==> src/design/sbdc_pkg.sv <==
// shared types and constants for the serial block deframer
// no dependencies
package sbdc_pkg;

  localparam int unsigned HeaderBytes   = 4;
  localparam int unsigned CountWidthDef = 16;
  localparam int unsigned CountOutW     = 16;
  localparam int unsigned LineW         = 15;
  localparam int unsigned TdataW        = 56;

  localparam logic [7:0] DefBlockLen = 8'd64;
  localparam logic [7:0] MarkerByte  = 8'd255;
  localparam logic [7:0] SumModFinal = 8'd254;

  localparam logic KindByte  = 1'b0;
  localparam logic KindClear = 1'b1;

  // keyword characters
  localparam logic [7:0] ChD = 8'd100;
  localparam logic [7:0] ChE = 8'd101;
  localparam logic [7:0] ChF = 8'd102;
  localparam logic [7:0] ChG = 8'd103;
  localparam logic [7:0] ChH = 8'd104;
  localparam logic [7:0] ChI = 8'd105;
  localparam logic [7:0] ChL = 8'd108;
  localparam logic [7:0] ChN = 8'd110;
  localparam logic [7:0] ChO = 8'd111;
  localparam logic [7:0] ChP = 8'd112;
  localparam logic [7:0] ChR = 8'd114;
  localparam logic [7:0] ChS = 8'd115;
  localparam logic [7:0] ChT = 8'd116;
  localparam logic [7:0] ChU = 8'd117;
  localparam logic [7:0] ChW = 8'd119;

  typedef enum logic [2:0] {
    CmdNone  = 3'd0,
    CmdUp    = 3'd1,
    CmdRight = 3'd2,
    CmdLeft  = 3'd3,
    CmdDown  = 3'd4,
    CmdStop  = 3'd5
  } cmd_e;

  // element 3 is the newest earlier byte
  typedef logic [3:0][7:0] recent_t;

  typedef struct packed {
    logic              payload_valid;
    logic [7:0]        payload_byte;
    logic              header_done;
    logic [LineW-1:0]  line_count;
    cmd_e              command;
    logic              dir_a;
    logic              dir_b;
    logic              drive_on;
    logic              block_done;
    logic              checksum_ok;
    logic [7:0]        computed_sum;
    logic [CountOutW-1:0] block_count;
  } res_t;

endpackage

==> src/design/serial_block_deframer_commands_unit.sv <==
// serial block deframer top: input register, deframer core, result register
// an accepted item is held in the input register; its result is then captured in the result register
// throughput: one item per cycle while the output is not stalled, set by the single-pass core between the two registers
// back-pressure stalls both registers; ready depends combinationally on m_axis_tready
// reset (async, active low) clears the valid flags and all core state, block length returns to 64
// depends on sbdc_pkg and sbdc_core
module serial_block_deframer_commands_unit #(
  parameter int unsigned CountWidth = sbdc_pkg::CountWidthDef
) (
  input  logic                          clk_i,
  input  logic                          rst_ni,
  input  logic                          s_axis_tvalid,
  output logic                          s_axis_tready,
  input  logic [7:0]                    s_axis_tdata,  // rx_byte
  input  logic                          s_axis_tuser,  // kind
  output logic                          m_axis_tvalid,
  input  logic                          m_axis_tready,
  // payload_byte, header_done, line_count, command, dir_a, dir_b, drive_on,
  // checksum_ok, computed_sum, block_count, zero pad
  output logic [sbdc_pkg::TdataW-1:0]   m_axis_tdata,
  output logic                          m_axis_tuser,  // payload_valid
  output logic                          m_axis_tlast,  // block_done
  input  logic                          cfg_wr_en_i,
  input  logic [7:0]                    cfg_wr_data_i
);
  import sbdc_pkg::*;

  logic       in_vld_q;
  logic       in_kind_q;
  logic [7:0] in_byte_q;
  logic       out_vld_q;
  res_t       out_q;
  res_t       res;
  logic       adv;
  logic       step;
  logic       s_acc;

  assign adv           = !out_vld_q || m_axis_tready;
  assign step          = in_vld_q && adv;
  assign s_axis_tready = !in_vld_q || adv;
  assign s_acc         = s_axis_tvalid && s_axis_tready;

  sbdc_core #(
    .CountWidth (CountWidth)
  ) u_core (
    .clk_i      (clk_i),
    .rst_ni     (rst_ni),
    .step_i     (step),
    .kind_i     (in_kind_q),
    .byte_i     (in_byte_q),
    .cfg_we_i   (cfg_wr_en_i),
    .cfg_data_i (cfg_wr_data_i),
    .res_o      (res)
  );

  always_ff @(posedge clk_i or negedge rst_ni) begin
    if (!rst_ni) begin
      in_vld_q  <= 1'b0;
      out_vld_q <= 1'b0;
    end else begin
      if (s_axis_tready) begin
        in_vld_q <= s_axis_tvalid;
      end
      if (adv) begin
        out_vld_q <= in_vld_q;
      end
    end
  end

  always_ff @(posedge clk_i) begin
    if (s_acc) begin
      in_kind_q <= s_axis_tuser;
      in_byte_q <= s_axis_tdata;
    end
    if (step) begin
      out_q <= res;
    end
  end

  assign m_axis_tvalid = out_vld_q;
  assign m_axis_tuser  = out_q.payload_valid;
  assign m_axis_tlast  = out_q.block_done;
  assign m_axis_tdata  = {1'b0, out_q.block_count, out_q.computed_sum, out_q.checksum_ok,
                          out_q.drive_on, out_q.dir_b, out_q.dir_a, out_q.command,
                          out_q.line_count, out_q.header_done, out_q.payload_byte};

  a_check_vs_payload: assert property (@(posedge clk_i) disable iff (!rst_ni)
    m_axis_tvalid && m_axis_tlast |-> !m_axis_tuser)
    else $error("check item flagged as payload");

  a_sum_range: assert property (@(posedge clk_i) disable iff (!rst_ni)
    m_axis_tvalid |-> m_axis_tdata[38:31] != 8'd0 && m_axis_tdata[38:31] != 8'd255)
    else $error("computed sum out of range");

  a_ok_only_on_check: assert property (@(posedge clk_i) disable iff (!rst_ni)
    m_axis_tvalid && !m_axis_tlast |-> !m_axis_tdata[30])
    else $error("checksum ok without check item");

  a_cmd_only_on_payload: assert property (@(posedge clk_i) disable iff (!rst_ni)
    m_axis_tvalid && !m_axis_tuser |-> m_axis_tdata[26:24] == CmdNone)
    else $error("command on non-payload item");

endmodule

==> src/design/sbdc_kwmatch.sv <==
// keyword detector over the recent payload bytes and the current byte
// depends on sbdc_pkg
module sbdc_kwmatch (
  input  sbdc_pkg::recent_t recent_i,
  input  logic [7:0]        byte_i,
  output sbdc_pkg::cmd_e    cmd_o
);
  import sbdc_pkg::*;

  always_comb begin
    cmd_o = CmdNone;
    if (recent_i[3] == ChU && byte_i == ChP) begin
      cmd_o = CmdUp;
    end else if (recent_i[0] == ChR && recent_i[1] == ChI && recent_i[2] == ChG &&
                 recent_i[3] == ChH && byte_i == ChT) begin
      cmd_o = CmdRight;
    end else if (recent_i[1] == ChL && recent_i[2] == ChE && recent_i[3] == ChF &&
                 byte_i == ChT) begin
      cmd_o = CmdLeft;
    end else if (recent_i[1] == ChD && recent_i[2] == ChO && recent_i[3] == ChW &&
                 byte_i == ChN) begin
      cmd_o = CmdDown;
    end else if (recent_i[1] == ChS && recent_i[2] == ChT && recent_i[3] == ChO &&
                 byte_i == ChP) begin
      cmd_o = CmdStop;
    end
  end

endmodule

==> src/design/sbdc_core.sv <==
// deframer state: header parse, block position, running sum, motor bits, counters
// depends on sbdc_pkg and sbdc_kwmatch
module sbdc_core #(
  parameter int unsigned CountWidth = sbdc_pkg::CountWidthDef
) (
  input  logic             clk_i,
  input  logic             rst_ni,
  input  logic             step_i,
  input  logic             kind_i,
  input  logic [7:0]       byte_i,
  input  logic             cfg_we_i,
  input  logic [7:0]       cfg_data_i,
  output sbdc_pkg::res_t   res_o
);
  import sbdc_pkg::*;

  localparam logic [2:0] HdrEnd  = 3'(HeaderBytes);
  localparam logic [2:0] HdrPos0 = 3'd0;
  localparam logic [2:0] HdrPos1 = 3'd1;
  localparam logic [2:0] HdrLen  = 3'd2;
  localparam int unsigned ExtW   = CountOutW + CountWidth;

  logic [2:0]            hdr_pos_q, hdr_pos_d;
  logic [7:0]            hdr0_q, hdr0_d, hdr1_q, hdr1_d;
  logic [7:0]            pend_len_q, pend_len_d;
  logic                  started_q, started_d;
  logic [7:0]            blen_q, blen_d;
  logic [7:0]            bpos_q, bpos_d;
  logic [7:0]            sum_q, sum_d;
  recent_t               rec_q, rec_d;
  logic [2:0]            motor_q, motor_d;
  logic [LineW-1:0]      line_q, line_d;
  logic [CountWidth-1:0] blocks_q, blocks_d;

  cmd_e                  kw_cmd;
  logic signed [15:0]    lc;
  logic [8:0]            sum9;
  logic [7:0]            sum_next;
  logic [7:0]            fin;
  logic [ExtW-1:0]       cnt_ext;

  sbdc_kwmatch u_kwmatch (
    .recent_i (rec_q),
    .byte_i   (byte_i),
    .cmd_o    (kw_cmd)
  );

  assign lc = ($signed({8'b0, hdr0_q}) - 16'sd100) * 16'sd100
            + ($signed({8'b0, hdr1_q}) - 16'sd100);

  assign sum9 = {1'b0, sum_q} + {1'b0, byte_i};

  always_comb begin
    if (sum9 >= 9'd508) begin
      sum_next = 8'(sum9 - 9'd508);
    end else if (sum9 >= 9'd254) begin
      sum_next = 8'(sum9 - 9'd254);
    end else begin
      sum_next = sum9[7:0];
    end
  end

  assign fin = (sum_q == 8'd0) ? SumModFinal : sum_q;

  // next state
  always_comb begin
    hdr_pos_d  = hdr_pos_q;
    hdr0_d     = hdr0_q;
    hdr1_d     = hdr1_q;
    pend_len_d = pend_len_q;
    started_d  = started_q;
    blen_d     = blen_q;
    bpos_d     = bpos_q;
    sum_d      = sum_q;
    rec_d      = rec_q;
    motor_d    = motor_q;
    line_d     = line_q;
    blocks_d   = blocks_q;
    if (step_i) begin
      if (kind_i == KindClear) begin
        hdr_pos_d  = '0;
        hdr0_d     = '0;
        hdr1_d     = '0;
        pend_len_d = '0;
        started_d  = 1'b0;
        bpos_d     = '0;
        sum_d      = '0;
        rec_d      = '0;
        motor_d    = '0;
        line_d     = '0;
        blocks_d   = '0;
      end else if (hdr_pos_q < HdrEnd) begin
        unique case (hdr_pos_q)
          HdrPos0: hdr0_d = byte_i;
          HdrPos1: hdr1_d = byte_i;
          HdrLen:  pend_len_d = byte_i;
          default: begin
            if (byte_i == MarkerByte && !started_q) begin
              line_d    = lc[LineW-1:0];
              blen_d    = pend_len_q;
              started_d = 1'b1;
            end
          end
        endcase
        hdr_pos_d = hdr_pos_q + 3'd1;
      end else if (bpos_q < blen_q) begin
        sum_d = sum_next;
        case (kw_cmd)
          CmdUp:    motor_d = 3'b100;
          CmdRight: motor_d = 3'b101;
          CmdLeft:  motor_d = 3'b110;
          CmdDown:  motor_d = 3'b111;
          CmdStop:  motor_d = {1'b0, motor_q[1:0]};
          default:  motor_d = motor_q;
        endcase
        rec_d  = {byte_i, rec_q[3:1]};
        bpos_d = bpos_q + 8'd1;
      end else begin
        blocks_d = blocks_q + 1'b1;
        sum_d    = '0;
        bpos_d   = '0;
        rec_d    = '0;
      end
    end
    if (cfg_we_i) begin
      blen_d = cfg_data_i;
    end
  end

  assign cnt_ext = {{CountOutW{1'b0}}, blocks_d};

  // result fields
  always_comb begin
    res_o               = '0;
    res_o.command       = CmdNone;
    res_o.line_count    = line_d;
    res_o.dir_a         = motor_d[0];
    res_o.dir_b         = motor_d[1];
    res_o.drive_on      = motor_d[2];
    res_o.block_count   = cnt_ext[CountOutW-1:0];
    res_o.computed_sum  = (sum_d == 8'd0) ? SumModFinal : sum_d;
    if (step_i && kind_i == KindByte) begin
      if (hdr_pos_q < HdrEnd) begin
        res_o.header_done = (hdr_pos_q == HdrEnd - 3'd1) && byte_i == MarkerByte &&
                            !started_q;
      end else if (bpos_q < blen_q) begin
        res_o.payload_valid = 1'b1;
        res_o.payload_byte  = byte_i;
        res_o.command       = kw_cmd;
      end else begin
        res_o.block_done   = 1'b1;
        res_o.checksum_ok  = (fin == byte_i);
        res_o.computed_sum = fin;
      end
    end
  end

  always_ff @(posedge clk_i or negedge rst_ni) begin
    if (!rst_ni) begin
      hdr_pos_q  <= '0;
      hdr0_q     <= '0;
      hdr1_q     <= '0;
      pend_len_q <= '0;
      started_q  <= 1'b0;
      blen_q     <= DefBlockLen;
      bpos_q     <= '0;
      sum_q      <= '0;
      rec_q      <= '0;
      motor_q    <= '0;
      line_q     <= '0;
      blocks_q   <= '0;
    end else begin
      hdr_pos_q  <= hdr_pos_d;
      hdr0_q     <= hdr0_d;
      hdr1_q     <= hdr1_d;
      pend_len_q <= pend_len_d;
      started_q  <= started_d;
      blen_q     <= blen_d;
      bpos_q     <= bpos_d;
      sum_q      <= sum_d;
      rec_q      <= rec_d;
      motor_q    <= motor_d;
      line_q     <= line_d;
      blocks_q   <= blocks_d;
    end
  end

endmodule
==> config.mk <==
export PLATFORM = sky130hd
export DESIGN_NAME = serial_block_deframer_commands_unit
export DESIGN_NICKNAME = d
export VERILOG_FILES = /design/src/design/sbdc_pkg.sv /design/src/design/serial_block_deframer_commands_unit.sv /design/src/design/sbdc_kwmatch.sv /design/src/design/sbdc_core.sv
export SDC_FILE = /design/constraint.sdc
export NUM_CORES = 1
export LEC_CHECK = 0
export BUFFER_PORTS_ARGS = -buffer_cell sky130_fd_sc_hd__buf_2
export CORE_MARGIN = 4
export CORE_UTILIZATION = 50
export CTS_CLUSTER_DIAMETER = 150
export DETAILED_ROUTE_END_ITERATION = 8
export HOLD_SLACK_MARGIN = 0.02
export PLACE_DENSITY_LB_ADDON = 0.3
export SETUP_SLACK_MARGIN = 0.3
export SKIP_CTS_REPAIR_TIMING = 1
export SLEW_MARGIN = 20
export SYNTH_ARGS = -nofsm -noshare
export SYNTH_HDL_FRONTEND = slang
export SYNTH_SLANG_ARGS = --single-unit
==> constraint.sdc <==
create_clock -name clk_i -period 4.6 [get_ports clk_i]
set_input_delay 0.92 -clock clk_i [delete_from_list [all_inputs] [get_ports clk_i]]
set_output_delay 0.92 -clock clk_i [all_outputs]
set_load 0.02 [all_outputs]
Word-level counts from Yosys, hierarchy flattened
Index checks and enable logic that the tools add are counted.
{"block": "word_totals", "wordCells": 185, "reg_bits": 186, "input_bits": 22}
{"block": "op_classes", "bitwise": 3, "mul": 1, "magnitude_cmp": 4, "n_mux": 58, "addsub": 9, "eq_ne": 31, "reduce_logical": 48}
{"cell": "$mux W8", "n": 28}
{"cell": "$eq A8 B7 Y1 const B", "n": 17}
{"cell": "$mux W32", "n": 3}
{"cell": "$mux W15", "n": 5}
{"cell": "$mux W16", "n": 4}
{"cell": "$mux W3", "n": 11}
{"cell": "$logic_and A1 B1 Y1", "n": 20}
{"cell": "$sub A8 B7 Y9 const B", "n": 2}
{"cell": "$add A16 B1 Y16 const B", "n": 1}
{"cell": "$logic_not A8 Y1", "n": 2}
{"cell": "$mul A16 B6 Y13 const B", "n": 1}
{"cell": "$reduce_bool A2 Y1", "n": 8}
{"cell": "$sub A8 B8 Y8 const B", "n": 2}
{"cell": "$add A15 B15 Y15", "n": 1}
{"cell": "$pmux W3 S5", "n": 1}
{"cell": "$eq A3 B2 Y1 const B", "n": 4}
{"cell": "$mux W10", "n": 1}
{"cell": "$add A8 B8 Y9", "n": 1}
{"cell": "$ge A9 B8 Y1 const B", "n": 1}
{"cell": "$ge A9 B9 Y1 const B", "n": 1}
{"cell": "$mux W9", "n": 1}
{"cell": "$reduce_and A3 Y1", "n": 3}
{"cell": "$reduce_or A3 Y1", "n": 3}
{"cell": "$add A8 B1 Y8 const B", "n": 1}
{"cell": "18 further kinds", "n": 32}

Depth between registers and ports, before layout
{"block": "depth", "word_depth": 15, "mapped_depth": 20, "ltp_nobuf": 20}

By module
A second synthesis with hierarchy kept.
{"block": "unflattened", "cells_unflattened": 926, "hier_area_um2": 10162.2}
{"mod": "sbdc_core", "cells_per_inst": 812, "area_per_inst_um2": 7796.2, "n_inst": 1}
{"mod": "serial_block_deframer_commands_unit", "cells_per_inst": 76, "area_per_inst_um2": 2097.0, "n_inst": 1}
{"mod": "sbdc_kwmatch", "cells_per_inst": 38, "area_per_inst_um2": 269.0, "n_inst": 1}

Worst setup path after synthesis
Ideal clock, no wire load.
{"block": "synth_path", "kind": "register to register", "from": "reg u_core.hdr0_q[2]", "to": "reg out_q, in the netlist m_axis_tdata[23] (data pin)", "path_stages_with_launch": 20, "setup_time_ns": 0.260, "synth_period_minus_slack_ns": 4.252, "arrival_ns": 3.992, "required_time_ns": 4.340, "setup_slack_ns": 0.348, "cell_sequence": "dfrtp_1 -> inv_1 -> ha_1 -> xor2_1 -> ha_1 -> ha_1 -> xor2_1 -> ha_1 -> ha_1 -> a21oi_1 -> nor2_1 -> nor2_1 -> xnor2_1 -> ha_1 -> and3_1 -> a21oi_1 -> o21ai_0 -> o41ai_1 -> xnor2_1 -> a22o_1"}
{"element": "start: declaration", "line_no": "sbdc_core.sv:24", "source": "logic [7:0] hdr0_q, hdr0_d, hdr1_q, hdr1_d;"}
{"element": "start signal: assignment", "line_no": "sbdc_core.sv:174", "source": "hdr0_q <= hdr0_d;"}
{"element": "end signal: assignment", "line_no": "serial_block_deframer_commands_unit.sv:76", "source": "out_q <= res;"}
{"element": "end: declaration", "line_no": "serial_block_deframer_commands_unit.sv:32", "source": "res_t out_q;"}

==> metrics.txt <==
placed insts=1256; most instantiated flip-flop cell in the synthesis netlist=sky130_fd_sc_hd__dfrtp_1; Arrival @ worst endpoint=4.62 ns; GRT Resource Usage Total=0.202; number of pins exceeding their max-slew limit in the final report=0; filler-free cell count of the finished design=1298; via density per instance=5.74; status=finished clean; # fillers=1589; Crit Path Class=reg2reg; Die Ht=149 microns; total area of multi-input combinational cells=4970 sq um; clk sinks=186; global-route congestion overflow total=0; worst hold path type=reg2reg; DRC=0; # setup viols final=0; synth unique cells=81; final hold slack=0.488 ns; Top-Level Pins=82; Initial Utilization=0.510; vias in the first global route=7180; maximum capacitance violations=0; ratio of final minimum period to clock period=0.965; most frequent cell on the critical path=sky130_fd_sc_hd__ha_4; worst slack at placement=-0.0101 ns; final net count=1113; detailed-placement wirelength estimate=15.1 mm; final core area utilization=0.596; worst clock skew=0.00876 ns; slowest cell delay on critical path=0.45 ns; setup repair after global routing missed its margin=true; number of standard cells after synthesis=928; slew at the pin closest to its max-slew limit=0.897 ns; post-synthesis async set-or-reset flop share=0.645; global-route wire length before repair=36.0 mm; worst setup margin=0.163 ns; die area=22300 sq um; number of buffers added on ports=80; count of yosys warnings during synthesis=0; peak fanout along the critical path=5; CTS Root Cell=sky130_fd_sc_hd__clkbuf_16; flops & latches, synth=186; area added between synthesis and finish=16.8%; die outline width=149 microns; largest net degree at the start of global routing=73; commonest cells after routing, fill and taps aside=sky130_fd_sc_hd__dfrtp_1, sky130_fd_sc_hd__nand2_1, sky130_fd_sc_hd__buf_2; clock-pin slew reported for the worst setup and hold paths after clock tree synthesis=0.07 ns; Min Clock Period, post-route=4.44 ns; initial detailed-routing violation count=508; maximum clock rate=0.225 GHz; part of the Yosys area used for sequential elements=0.499; Worst setup EP type=flip-flop; Slew HR=0.399; most common library cell in the layout ignoring fill and taps=sky130_fd_sc_hd__dfrtp_1; post-detailed-route count of antenna-violating nets=0; count of flip-flops with a built-in enable after synthesis=66; antenna violations before repair=0; Placer Congestion=0.881; detailed-routing iteration count for the pre-antenna-repair pass=5; cell area after technology mapping=9990 sq um; total count of hold-check failures in the final report=0; core box area=19600 sq um; H-tree Lvls=4; clock buffers created by TritonCTS=17; final routed wire length divided by cell count=17.4 microns; nets in the synthesized netlist=1021; slowest cell on the critical path=sky130_fd_sc_hd__dfrtp_2; Antenna Cells=0; clock tree from TritonCTS=done; synthesized area per cell=10.8 sq um; cell breakdown of the critical path=inv_2 -> ha_4 -> xor2_4 -> ha_4 -> ha_4 -> xor2_1 -> ha_1 -> ha_4 -> a21oi_2 -> nor2_2 -> nor2_2 -> xnor2_1 -> ha_1 -> and3_4 -> a21oi_2 -> o21ai_2 -> o41ai_2 -> xnor2_1 -> a22o_1; startpoint type of the worst setup path=flip-flop; clock latency on the worst-skew pair=0.43 ns; Placement Rows=51; Final Routed Wirelength=22.6 mm; share of cells above drive strength 1=0.201; sequential cell area=4990 sq um; clock buffer depth=2; required time at the worst-slack endpoint=4.78 ns; count of vias placed by the detailed router=7445
[registers in the layout, indices dropped and copies added, names as in the netlist]
| signal | flops |
|---|---|
| in_vld_q | 1 |
| m_axis_tvalid | 1 |
| u_core.rec_q | 32 |
| m_axis_tlast | 1 |
| u_core.blen_q | 8 |
| u_core.sum_q | 8 |
| u_core.pend_len_q | 8 |
| in_kind_q | 1 |
| u_core.hdr1_q | 8 |
| u_core.started_q | 1 |
| u_core.hdr_pos_q | 3 |
| u_core.bpos_q | 8 |
| u_core.motor_q | 3 |
| in_byte_q | 8 |
| u_core.line_q | 15 |
| u_core.blocks_q | 16 |
| u_core.hdr0_q | 8 |
| m_axis_tdata | 55 |
| m_axis_tuser | 1 |
[cells in the mapped netlist (4+ instances only)]
cell	number	area (sq um)
sky130_fd_sc_hd__o22a_1	4	35.0
sky130_fd_sc_hd__dfrtp_1	119	2980
sky130_fd_sc_hd__nor3_1	17	85.1
sky130_fd_sc_hd__nor2b_1	6	37.5
sky130_fd_sc_hd__o211ai_1	4	30.0
sky130_fd_sc_hd__nand2b_1	14	87.6
sky130_fd_sc_hd__xnor2_1	18	158
sky130_fd_sc_hd__a22o_1	32	280
sky130_fd_sc_hd__edfxtp_1	66	1980
sky130_fd_sc_hd__nand3b_1	7	52.6
sky130_fd_sc_hd__ha_1	65	813
sky130_fd_sc_hd__fa_1	6	120
sky130_fd_sc_hd__or4_1	6	45.0
sky130_fd_sc_hd__and3_1	12	75.1
sky130_fd_sc_hd__or3_1	5	31.3
sky130_fd_sc_hd__a21oi_1	30	150
sky130_fd_sc_hd__nand4_1	7	43.8
sky130_fd_sc_hd__o21a_1	7	52.6
sky130_fd_sc_hd__a21o_1	20	150
sky130_fd_sc_hd__a22oi_1	25	188
sky130_fd_sc_hd__nand3_1	17	85.1
sky130_fd_sc_hd__mux2i_1	9	90.1
sky130_fd_sc_hd__o21ai_1	5	25.0
sky130_fd_sc_hd__o22ai_1	6	37.5
sky130_fd_sc_hd__xor2_1	33	289
sky130_fd_sc_hd__clkbuf_1	32	120
sky130_fd_sc_hd__and2_1	11	68.8
sky130_fd_sc_hd__inv_1	35	131
sky130_fd_sc_hd__nand2_1	83	312
sky130_fd_sc_hd__nor4_1	7	43.8
sky130_fd_sc_hd__nor2_1	62	233
sky130_fd_sc_hd__o21ai_0	77	385
[cell type report]
cell class / count / share of cell area
clock buffers: 25 / 0.0444
inverters: 39 / 0.0125
clock inverters: 7 / 0.00472
multi-input cells: 664 / 0.426
repair buffers: 112 / 0.0565
well taps: 265 / 0.0284
flip-flops and latches: 186 / 0.427
[path summary, 6_finish.rpt]
kind                                        from                end  slack, ns  cells past startpoint
worst max-delay path            u_core.hdr0_q[2]   m_axis_tdata[23]       0.16                     19
worst min-delay path            u_core.line_q[6]   u_core.line_q[6]       0.49                      2
worst max register to register  u_core.hdr0_q[2]   m_axis_tdata[23]       0.16                     19
worst min register to register  u_core.line_q[6]   u_core.line_q[6]       0.49                      2
max in group asynchronous                 rst_ni   u_core.blen_q[6]       3.26                      2
min in group asynchronous                 rst_ni  u_core.line_q[12]       0.52                      1
[critical path: cells and delay by family, from the launching register on]
kind / cells / cell delay (ns)
buffers and inverters: 1 / 0.12
adder cells (fa/ha/maj): 6 / 1.60
XOR/XNOR: 4 / 0.58
flip-flops: 1 / 0.45
AND/OR/NAND/NOR: 3 / 0.42
AO/OA/AOI/OAI: 5 / 1.00
[logic make-up after synthesis]
| family | after synthesis | share of synthesized area |
|---|---|---|
| AOI/OAI and AO/OA | 256 | 0.181 |
| muxes | 10 | 0.0101 |
| DFF | 186 | 0.499 |
| other | 1 | 0.000375 |
| adders and majority gates | 71 | 0.0934 |
| buffers and inverters | 78 | 0.0308 |
| and+or+nand+nor | 275 | 0.140 |
| xor gates and xnor gates | 51 | 0.0447 |
[metal layers]
metal	track usage	routed length (microns)	up-vias
met5	0	0	-
met2	0.331	11100	184
li1	-	-	3585
met1	0.280	10100	3647
met4	0.0517	319	0
met3	0.0374	979	29
[stage by stage]
step	cell area, sq um	setup TNS (ns)
final	11700	0
after floorplan	9990	0
after global placement	10800	0
after detailed placement	10800	-0.0101
after global routing	11700	0
after CTS	11300	-0.0496
Power is not shown: default switching activity piles up to over one toggle a cycle in this logic, so the estimate is an artifact.
